$ cat src/sv/jmwp_pkg.sv
// Package for the JPEG marker word packer.
// Holds the FIFO size, marker codes and the step result type.
// No dependencies.
`timescale 1ns / 1ps

package jmwp_pkg;

  // FIFO depth in bytes, sets the pad word count at the end marker.
  localparam int FIFO_BYTES = 4096;

  localparam logic [16:0] FIFO_BYTES_X   = 17'(FIFO_BYTES);
  localparam logic [16:0] FIFO_BYTES_X1  = 17'(FIFO_BYTES + 1);

  // Marker bytes and the fixed words they produce.
  localparam logic [7:0]  MARKER_PREFIX = 8'hFF;
  localparam logic [7:0]  MARKER_SOI    = 8'hD8;
  localparam logic [7:0]  MARKER_EOI    = 8'hD9;
  localparam logic [15:0] WORD_SOI      = 16'hFFD8;
  localparam logic [15:0] WORD_EOI_PAD  = 16'hD900;

  // Result of one byte step.
  typedef struct packed {
    logic        emit;
    logic [15:0] fifo_word;
    logic        frame_end;
    logic [11:0] pad_words;
  } step_res_t;

endpackage

$ cat src/sv/jmwp_if.sv
// Valid/ready channel interfaces for the JPEG marker word packer.
// Depends on nothing; widths follow the byte and word formats.
`timescale 1ns / 1ps

interface jmwp_in_if;
  logic       valid;
  logic       ready;
  logic [7:0] rx_byte;

  modport source (output valid, output rx_byte, input ready);
  modport sink   (input valid, input rx_byte, output ready);
endinterface

interface jmwp_out_if;
  logic        valid;
  logic        ready;
  logic [15:0] fifo_word;
  logic        frame_end;
  logic [11:0] pad_words;

  modport source (output valid, output fifo_word, output frame_end, output pad_words,
                  input ready);
  modport sink   (input valid, input fifo_word, input frame_end, input pad_words,
                  output ready);
endinterface

$ cat src/sv/jpeg_marker_word_packer_top.sv
// An accepted byte is held in the input register, then its word passes through the output register to out_ch.
// Throughput: one byte per cycle; the input register takes a byte while a word waits.
// Stalls propagate back from out_ch.ready through the output register to in_ch.ready.
// Reset (synchronous, rst_n low): both stages empty, out of frame, no prefix seen, count at 1.
// Depends on jmwp_pkg, jmwp_if and jmwp_step.
`timescale 1ns / 1ps

module jpeg_marker_word_packer_top (
  input  logic        clk,
  input  logic        rst_n,
  jmwp_in_if.sink     in_ch,
  jmwp_out_if.source  out_ch
);

  logic                in_valid_r;
  logic [7:0]          in_byte_r;
  logic                out_valid_r;
  logic [15:0]         out_word_r;
  logic                out_end_r;
  logic [11:0]         out_pad_r;
  logic                out_free;
  logic                advance;
  jmwp_pkg::step_res_t res;

  assign out_free    = !out_valid_r || out_ch.ready;
  assign advance     = in_valid_r && out_free;
  assign in_ch.ready = !in_valid_r || advance;

  // Packing and framing for the byte in the input register.
  jmwp_step u_step (
    .clk     (clk),
    .rst_n   (rst_n),
    .fire    (advance),
    .rx_byte (in_byte_r),
    .res     (res)
  );

  // Input register.
  always_ff @(posedge clk) begin
    if (!rst_n) begin
      in_valid_r <= 1'b0;
    end else if (in_ch.ready) begin
      in_valid_r <= in_ch.valid;
    end
    if (in_ch.ready && in_ch.valid) begin
      in_byte_r <= in_ch.rx_byte;
    end
  end

  // Output register; a byte without a word leaves it empty.
  always_ff @(posedge clk) begin
    if (!rst_n) begin
      out_valid_r <= 1'b0;
    end else if (out_free) begin
      out_valid_r <= advance && res.emit;
    end
    if (advance && res.emit) begin
      out_word_r <= res.fifo_word;
      out_end_r  <= res.frame_end;
      out_pad_r  <= res.pad_words;
    end
  end

  assign out_ch.valid     = out_valid_r;
  assign out_ch.fifo_word = out_word_r;
  assign out_ch.frame_end = out_end_r;
  assign out_ch.pad_words = out_pad_r;

`ifndef ASSERT_OFF
  // Pad words appear only on the closing word.
  a_pad_only_at_end : assert property (@(posedge clk) disable iff (!rst_n)
    (out_valid_r && !out_end_r) |-> (out_pad_r == 12'd0))
    else $error("pad count on a word that does not close the frame");

  // A closing word either ends in the end marker byte or is the padded marker word.
  a_end_word_form : assert property (@(posedge clk) disable iff (!rst_n)
    (out_valid_r && out_end_r) |->
      ((out_word_r[7:0] == jmwp_pkg::MARKER_EOI) || (out_word_r == jmwp_pkg::WORD_EOI_PAD)))
    else $error("closing word has an unexpected form");

  // A byte held back by a stalled output keeps its value.
  a_in_hold : assert property (@(posedge clk) disable iff (!rst_n)
    (in_valid_r && !out_free) |=> (in_valid_r && $stable(in_byte_r)))
    else $error("stalled input byte was lost or changed");
`endif

endmodule

$ cat src/sv/jmwp_step.sv
// Per-byte framing state and word packing logic.
// Depends on jmwp_pkg for marker codes, FIFO size and the result struct.
`timescale 1ns / 1ps

module jmwp_step (
  input  logic                clk,
  input  logic                rst_n,
  input  logic                fire,
  input  logic [7:0]          rx_byte,
  output jmwp_pkg::step_res_t res
);

  logic        in_frame_r, in_frame_nxt;
  logic        prefix_r, prefix_nxt;
  logic [15:0] count_r, count_nxt;
  logic [7:0]  hold_r, hold_nxt;

  logic [15:0] cnt_inc;
  logic [15:0] cnt_end;
  logic        odd;
  logic        is_soi;
  logic        is_eoi;
  logic [16:0] diff;

  // Count advance, marker detection and word assembly.
  always_comb begin
    cnt_inc      = count_r + 16'd1;
    odd          = cnt_inc[0];
    is_soi       = prefix_r && (rx_byte == jmwp_pkg::MARKER_SOI);
    is_eoi       = prefix_r && (rx_byte == jmwp_pkg::MARKER_EOI);
    cnt_end      = odd ? cnt_inc : (cnt_inc + 16'd1);

    hold_nxt     = odd ? hold_r : rx_byte;
    prefix_nxt   = (rx_byte == jmwp_pkg::MARKER_PREFIX);
    in_frame_nxt = in_frame_r;
    count_nxt    = cnt_inc;

    res.emit      = odd && in_frame_r;
    res.fifo_word = {hold_r, rx_byte};
    res.frame_end = 1'b0;
    res.pad_words = 12'd0;

    // Pad count: (FIFO_BYTES - count) / 2 truncated toward zero, plus one.
    // It is zero once that quotient goes negative.
    diff = jmwp_pkg::FIFO_BYTES_X - {1'b0, cnt_end};

    if (is_soi) begin
      in_frame_nxt  = 1'b1;
      count_nxt     = 16'd1;
      res.fifo_word = jmwp_pkg::WORD_SOI;
      res.emit      = 1'b1;
    end else if (is_eoi) begin
      in_frame_nxt  = 1'b0;
      count_nxt     = 16'd1;
      if (!odd) begin
        res.fifo_word = jmwp_pkg::WORD_EOI_PAD;
      end
      res.emit      = 1'b1;
      res.frame_end = 1'b1;
      if ({1'b0, cnt_end} <= jmwp_pkg::FIFO_BYTES_X) begin
        res.pad_words = diff[12:1] + 12'd1;
      end else if ({1'b0, cnt_end} == jmwp_pkg::FIFO_BYTES_X1) begin
        res.pad_words = 12'd1;
      end
    end
  end

  // Framing state, updated once per accepted byte.
  always_ff @(posedge clk) begin
    if (!rst_n) begin
      in_frame_r <= 1'b0;
      prefix_r   <= 1'b0;
      count_r    <= 16'd1;
      hold_r     <= 8'd0;
    end else if (fire) begin
      in_frame_r <= in_frame_nxt;
      prefix_r   <= prefix_nxt;
      count_r    <= count_nxt;
      hold_r     <= hold_nxt;
    end
  end

endmodule

$ cat src/flat_wrapper.sv
// flat-port wrapper written by rule: the top's interface ports become plain ports
module jpeg_marker_word_packer_top_flat 
  (clk, rst_n, in_ch_valid, in_ch_rx_byte, in_ch_ready, out_ch_valid, out_ch_fifo_word, out_ch_frame_end, out_ch_pad_words, out_ch_ready);
  jmwp_in_if in_ch_i ();
  jmwp_out_if out_ch_i ();
  input  logic clk;
  input  logic rst_n;
  input wire logic [$bits(in_ch_i.valid)-1:0] in_ch_valid;
  input wire logic [$bits(in_ch_i.rx_byte)-1:0] in_ch_rx_byte;
  output wire logic [$bits(in_ch_i.ready)-1:0] in_ch_ready;
  output wire logic [$bits(out_ch_i.valid)-1:0] out_ch_valid;
  output wire logic [$bits(out_ch_i.fifo_word)-1:0] out_ch_fifo_word;
  output wire logic [$bits(out_ch_i.frame_end)-1:0] out_ch_frame_end;
  output wire logic [$bits(out_ch_i.pad_words)-1:0] out_ch_pad_words;
  input wire logic [$bits(out_ch_i.ready)-1:0] out_ch_ready;
  assign in_ch_i.valid = in_ch_valid;
  assign in_ch_i.rx_byte = in_ch_rx_byte;
  assign in_ch_ready = in_ch_i.ready;
  assign out_ch_valid = out_ch_i.valid;
  assign out_ch_fifo_word = out_ch_i.fifo_word;
  assign out_ch_frame_end = out_ch_i.frame_end;
  assign out_ch_pad_words = out_ch_i.pad_words;
  assign out_ch_i.ready = out_ch_ready;
  jpeg_marker_word_packer_top u_core (.clk(clk), .rst_n(rst_n), .in_ch(in_ch_i), .out_ch(out_ch_i));
endmodule
$ cat config.mk
export PLATFORM = sky130hd
export DESIGN_NAME = jpeg_marker_word_packer_top_flat
export DESIGN_NICKNAME = d
export VERILOG_FILES = /design/src/sv/jmwp_pkg.sv /design/src/sv/jmwp_if.sv /design/src/sv/jpeg_marker_word_packer_top.sv /design/src/sv/jmwp_step.sv /design/src/flat_wrapper.sv
export SDC_FILE = /design/constraint.sdc
export NUM_CORES = 1
export LEC_CHECK = 0
export BUFFER_PORTS_ARGS = -buffer_cell sky130_fd_sc_hd__buf_4
export CORE_UTILIZATION = 60
export DETAILED_ROUTE_END_ITERATION = 10
export PLACE_DENSITY_LB_ADDON = 0.1
export SLEW_MARGIN = 5
export SYNTH_ARGS = -nofsm -noshare
export SYNTH_HDL_FRONTEND = slang
export SYNTH_SLANG_ARGS = --single-unit
export TNS_END_PERCENT = 100
$ cat constraint.sdc
create_clock -name clk -period 5.2 [get_ports clk]
set_clock_uncertainty 0.15 [all_clocks]
set_input_delay 1.04 -clock clk [delete_from_list [all_inputs] [get_ports clk]]
set_output_delay 1.04 -clock clk [all_outputs]
set_load 0.02 [all_outputs]
# Word level (Yosys, flattened, before mapping)
# Index checks and enable logic that the tools add are counted.
# classes
n_addsub,4
multipliers,0
n_mux,10
bitwise_logic,2
n_eq_ne,4
div,0
n_shift,0
n_lt_le_gt_ge,1
n_reduce_logical,14
# op_table
operator,count
$mux 16,4
$add 16x1->16 const B,2
$mux 30,1
$eq 8x8->1 const B,3
$mux 17,1
$eq 16x13->1 const B,1
$le 16x13->1 const B,1
$sub 13x13->13 const A,1
$add 12x1->12 const B,1
$mux 12,1
$logic_and 1x1->1,6
$reduce_and 2->1,2
$mux 1,3
$logic_not 1->1,2
$logic_or 1x1->1,2
$not 1->1,2
$reduce_bool 2->1,1
$reduce_or 2->1,1
# word_totals
ramBits,0
latch_bits,0
n_memories,0
ff_bits,65
word_cells,45
out_inout_bits,31
mem_bits_ro,0
inputBits,12

# Depth between registers and ports, before layout
# depth
depth_word,9
mapped_depth,9
ltp_nobuf,8

# By module
# A second synthesis with hierarchy kept.
# unflattened
cells_unflattened,342
area_unflattened_um2,3362.0
# by_module_without_submodules
module,cells_per_inst,seq_area_each_um2,area_per_inst_um2,n_inst
jmwp_step,292,520.5,2138.3,1
jpeg_marker_word_packer_top,50,1151.1,1223.7,1

# Worst setup path after synthesis
# No wires, ideal clock.
# synth_path
path_type,input -> register
start,input out_ch_ready
end,register u_core.out_word_r[0] (netlist: u_core.out_ch.fifo_word[0]) (enable)
required_ns,4.623
path_stages,4
setup_slack_ns,1.608
setup_time_ns,0.427
path_buffers,1
arrival_time_ns,3.015
path_cell_list,nand2b_1 > nand2_1 > clkbuf_1 > a21oi_1
# synth_via
elab_chain_len,3
# synth_lines
element,line,rtl
"start, declared",flat_wrapper.sv:15,input wire logic [$bits(out_ch_i.ready)-1:0] out_ch_ready;
$logic_or 1x1->1,jpeg_marker_word_packer_top.sv:25,assign out_free = !out_valid_r || out_ch.ready;
$logic_and 1x1->1,jpeg_marker_word_packer_top.sv:26,assign advance = in_valid_r && out_free;
$logic_and 1x1->1,jpeg_marker_word_packer_top.sv:57,if (advance && res.emit) begin
"end signal, assigned",jpeg_marker_word_packer_top.sv:58,out_word_r <= res.fifo_word;
"end, declared",jpeg_marker_word_packer_top.sv:18,logic [15:0] out_word_r;
# No other way between the ends.
# A chain may end at the register's enable or synchronous reset.

# Worst setup path in the final report
# layout_path
start,register u_core.u_step.count_r[0]
end,"register u_core.out_pad_r[2] (netlist: u_core.out_ch.pad_words[2]), data pin"
# layout_via
elab_chain_len,6
elab_cells_between_ends,7
classes_between,add/sub (4); order compare (1); mux (2)
# layout_lines
element,line,rtl
"start, declared",jmwp_step.sv:15,"logic [15:0] count_r, count_nxt;"
"start signal, assigned",jmwp_step.sv:78,count_r <= count_nxt;
$add 16x1->16 (*),jmwp_step.sv:27,cnt_inc = count_r + 16'd1;
$add 16x1->16,jmwp_step.sv:31,cnt_end = odd ? cnt_inc : (cnt_inc + 16'd1);
$mux 16 (*),jmwp_step.sv:31,
$sub 13x13->13,jmwp_step.sv:45,"diff = jmwp_pkg::FIFO_BYTES_X - {1'b0, cnt_end};"
$add 12x1->12,jmwp_step.sv:61,res.pad_words = diff[12:1] + 12'd1;
$mux 12 (*),jmwp_step.sv:60,"if ({1'b0, cnt_end} <= jmwp_pkg::FIFO_BYTES_X) begin"
"end signal, assigned",jpeg_marker_word_packer_top.sv:60,out_pad_r <= res.pad_words;
"end, declared",jpeg_marker_word_packer_top.sv:20,logic [11:0] out_pad_r;
# Every way passes the cells marked *; elsewhere a longest branch is shown, timed or not.

==> flow_summary.yaml <==
run_status:
  status: "finished clean"
cts:
  clock_latency_ns: 0.33
  cts_sinks: 65
  htree_levels: 3
  postCtsHoldBufs: 0
  cts_buffer_depth: 2
  cts.repair.resized: 0
  cts_tree: "done"
  path_clk_slew_ns: 0.07
  cts_setup_buffers: 0
  root_buffer: "clkbuf_8"
  numCtsBuffers: 9
logic_synthesis:
  synth.net_count: 339
  synth_edf_count: 37
  synth_top_area_share: 0.3340
  yosysMostFrequentCell: "edfxtp_1"
  synth_common_cells: "edfxtp_1, dfxtp_1, nand2_1, nor2b_1, nor2_1"
  yosysSeqAreaShare: 0.5024
  ys_ff_latch: 65
  synth_largest_area_cell: "edfxtp_1"
  synthCells: 324
  yosysWarnings: 0
  synth_area_um2: 3327
  synth.avg_cell_area_um2: 10.27
  ys_types: 60
  synth_area_leaders: "edfxtp_1, dfxtp_1, xnor2_1"
  yosys_most_used_dff: "edfxtp_1"
  synthArstFlopShare: 0
power_and_ir_drop:
  power_uw: 1040
  power.leakage_uw: 0.001376
  irDropWorstVdd_mv: 0.2178
  powerDensity_nw_per_um2: 272.6
critical_path:
  crit_path_start_kind: "flop"
  endpoint_kind: "flop"
  cp_data_required_time_ns: 5.11
  critPathArrivalTime_ns: 3.08
  critPathMaxFanout: 15
  worstSetupPathType: "flop to flop"
timing:
  slew_violations: 0
  hold_viol: 0
  relSlewSlack: 0.4557
  fin_tns_setup_ns: 0
  min_period_ns: 3.175
  period_share: 0.6106
  setup_viol: 0
  rsz0062_at_grt: "no"
  worst_slew_pin_slew_ns: 0.8165
  fmax_mhz: 315.0
floorplanning:
  rows: 26
  core-area_um2: 5238
  start_util: 0.6352
  dieHeight_um: 76.47
  die_area_um2: 5847
  num_io_pins: 43
  die_w_um: 76.47
global_routing:
  grt_max_degree: 29
  grt.total_usage: 0.2309
  antenna_found_initial: 0
  grt_pass1_vias: 2169
  grt_pass1_wl_mm: 10.43
  overflow: 0
routing:
  wl_mm: 6.452
  num_vias: 2451
  drt-wirelength-per-cell_um: 14.97
  drt_iter0_drc: 116
  drc: 0
  vias_per_cell: 5.687
  first_pass_iters: 5
  ant_nets: 0
hold_path:
  hold_path_class: "flop to flop"
finish:
  layout-drive-gt1-share: 0.2050
  antenna_cells: 0
  area_delta_synth_final_pct: 14.70
  nets: 372
flow_run:
  drv_cap: 0
placed_design:
  dpl.hpwl_mm: 4.624
  io_buffers: 42
  gp_congestion: 0.9742
## routing by layer
metal  vias to the layer above  GRT usage  share of wire
met5                         -          0              0
met1                      1125     0.3092           0.44
li1                       1231          -              -
met4                         0     0.1058          0.021
met3                        14    0.03832          0.067
met2                        81     0.3676           0.47
## cell families after synthesis
group,count (synthesis),share of synthesized area
fa+ha+maj,3,0.01128
simple gates,138,0.2381
flops,65,0.5024
mux,8,0.02407
compound gates,60,0.1256
xor+xnor,22,0.05792
buf+inv,28,0.04062
## critical path, cell delays in order, from the launching register on
cell	delay, ns
dfxtp_1	0.60
ha_1	0.45
nand4_2	0.24
nor4_1	0.39
or2_1	0.23
a41oi_1	0.16
o21ai_1	0.57
nor2_1	0.12
## path summary, 6_finish.rpt
| path | slack [ns] | to | cells past startpoint | startpoint |
|---|---|---|---|---|
| min | 0.33 | u_core.u_step.in_frame_r | 2 | u_core.u_step.in_frame_r |
| max reg2reg | 2.02 | u_core.out_ch.pad_words[2] | 7 | u_core.u_step.count_r[0] |
| max | 2.02 | u_core.out_ch.pad_words[2] | 7 | u_core.u_step.count_r[0] |
| min reg2reg | 0.33 | u_core.u_step.in_frame_r | 2 | u_core.u_step.in_frame_r |
## flip-flops by register name, summed over array words and instances, names as in the netlist
register and count:
u_core.out_ch.fifo_word 16, u_core.out_ch.valid 1, u_core.out_ch.pad_words 12, u_core.in_byte_r 8, u_core.u_step.prefix_r 1, u_core.out_ch.frame_end 1, u_core.u_step.in_frame_r 1, u_core.u_step.hold_r 8
u_core.in_valid_r 1, u_core.u_step.count_r 16
## metrics by stage
stage / utilization / instance area [µm²] / hold slack [ns] / std cells / setup WS (ns)
2_1_floorplan: - / 3327 / 0.3073 / 324 / 1.608
3_3_place_gp: 0.6935 / 3632 / 0.3157 / 416 / 2.192
3_5_place_dp: 0.6935 / 3632 / 0.3254 / 416 / 2.067
4_1_cts: 0.7286 / 3816 / 0.3350 / 431 / 2.055
5_1_grt: 0.7286 / 3816 / 0.3688 / 431 / 1.657
6_report: 0.7286 / 3816 / 0.3340 / 431 / 2.025
## layout by cell type, fill, tap and decap left out, types with 2 or more instances in the layout
cell and n:
xnor2_1 18, nand3_1 11, or2_1 2, clkinv_2 2, a21boi_0 3, a22oi_1 6, nor2b_1 23, a31oi_1 2
ha_1 3, and3_1 5, a21oi_1 11, dfxtp_1 28, and4b_1 2, o31ai_1 2, o21ai_0 14, o21a_1 2
o22ai_1 3, a41oi_1 3, or2_2 6, nand2b_1 3, inv_1 7, nor2_1 19, mux2i_1 8, and2_1 9
nand2_1 23, nand4_1 6, nor4_1 3, edfxtp_1 37, buf_4 43, or3_1 3, clkbuf_8 9, nor3_1 10
xor2_1 4
## layout make-up
cell class | count | area (µm²)
fill | 370 | 1421
sequential | 65 | 1672
inverter | 7 | 26.28
timing repair buffer | 43 | 322.8
clock buffer | 9 | 123.9
clock inverter | 6 | 60.06
tap | 70 | 87.58
multi-input combinational | 231 | 1524
## where the power goes
part	internal (µW)	leakage [µW]	switching [µW]
Combinational	33.5	0.000735	38.7
Clock	216	0.0000925	189
Sequential	552	0.000549	11.2
Note: power is estimated with default switching activity, not from simulation.
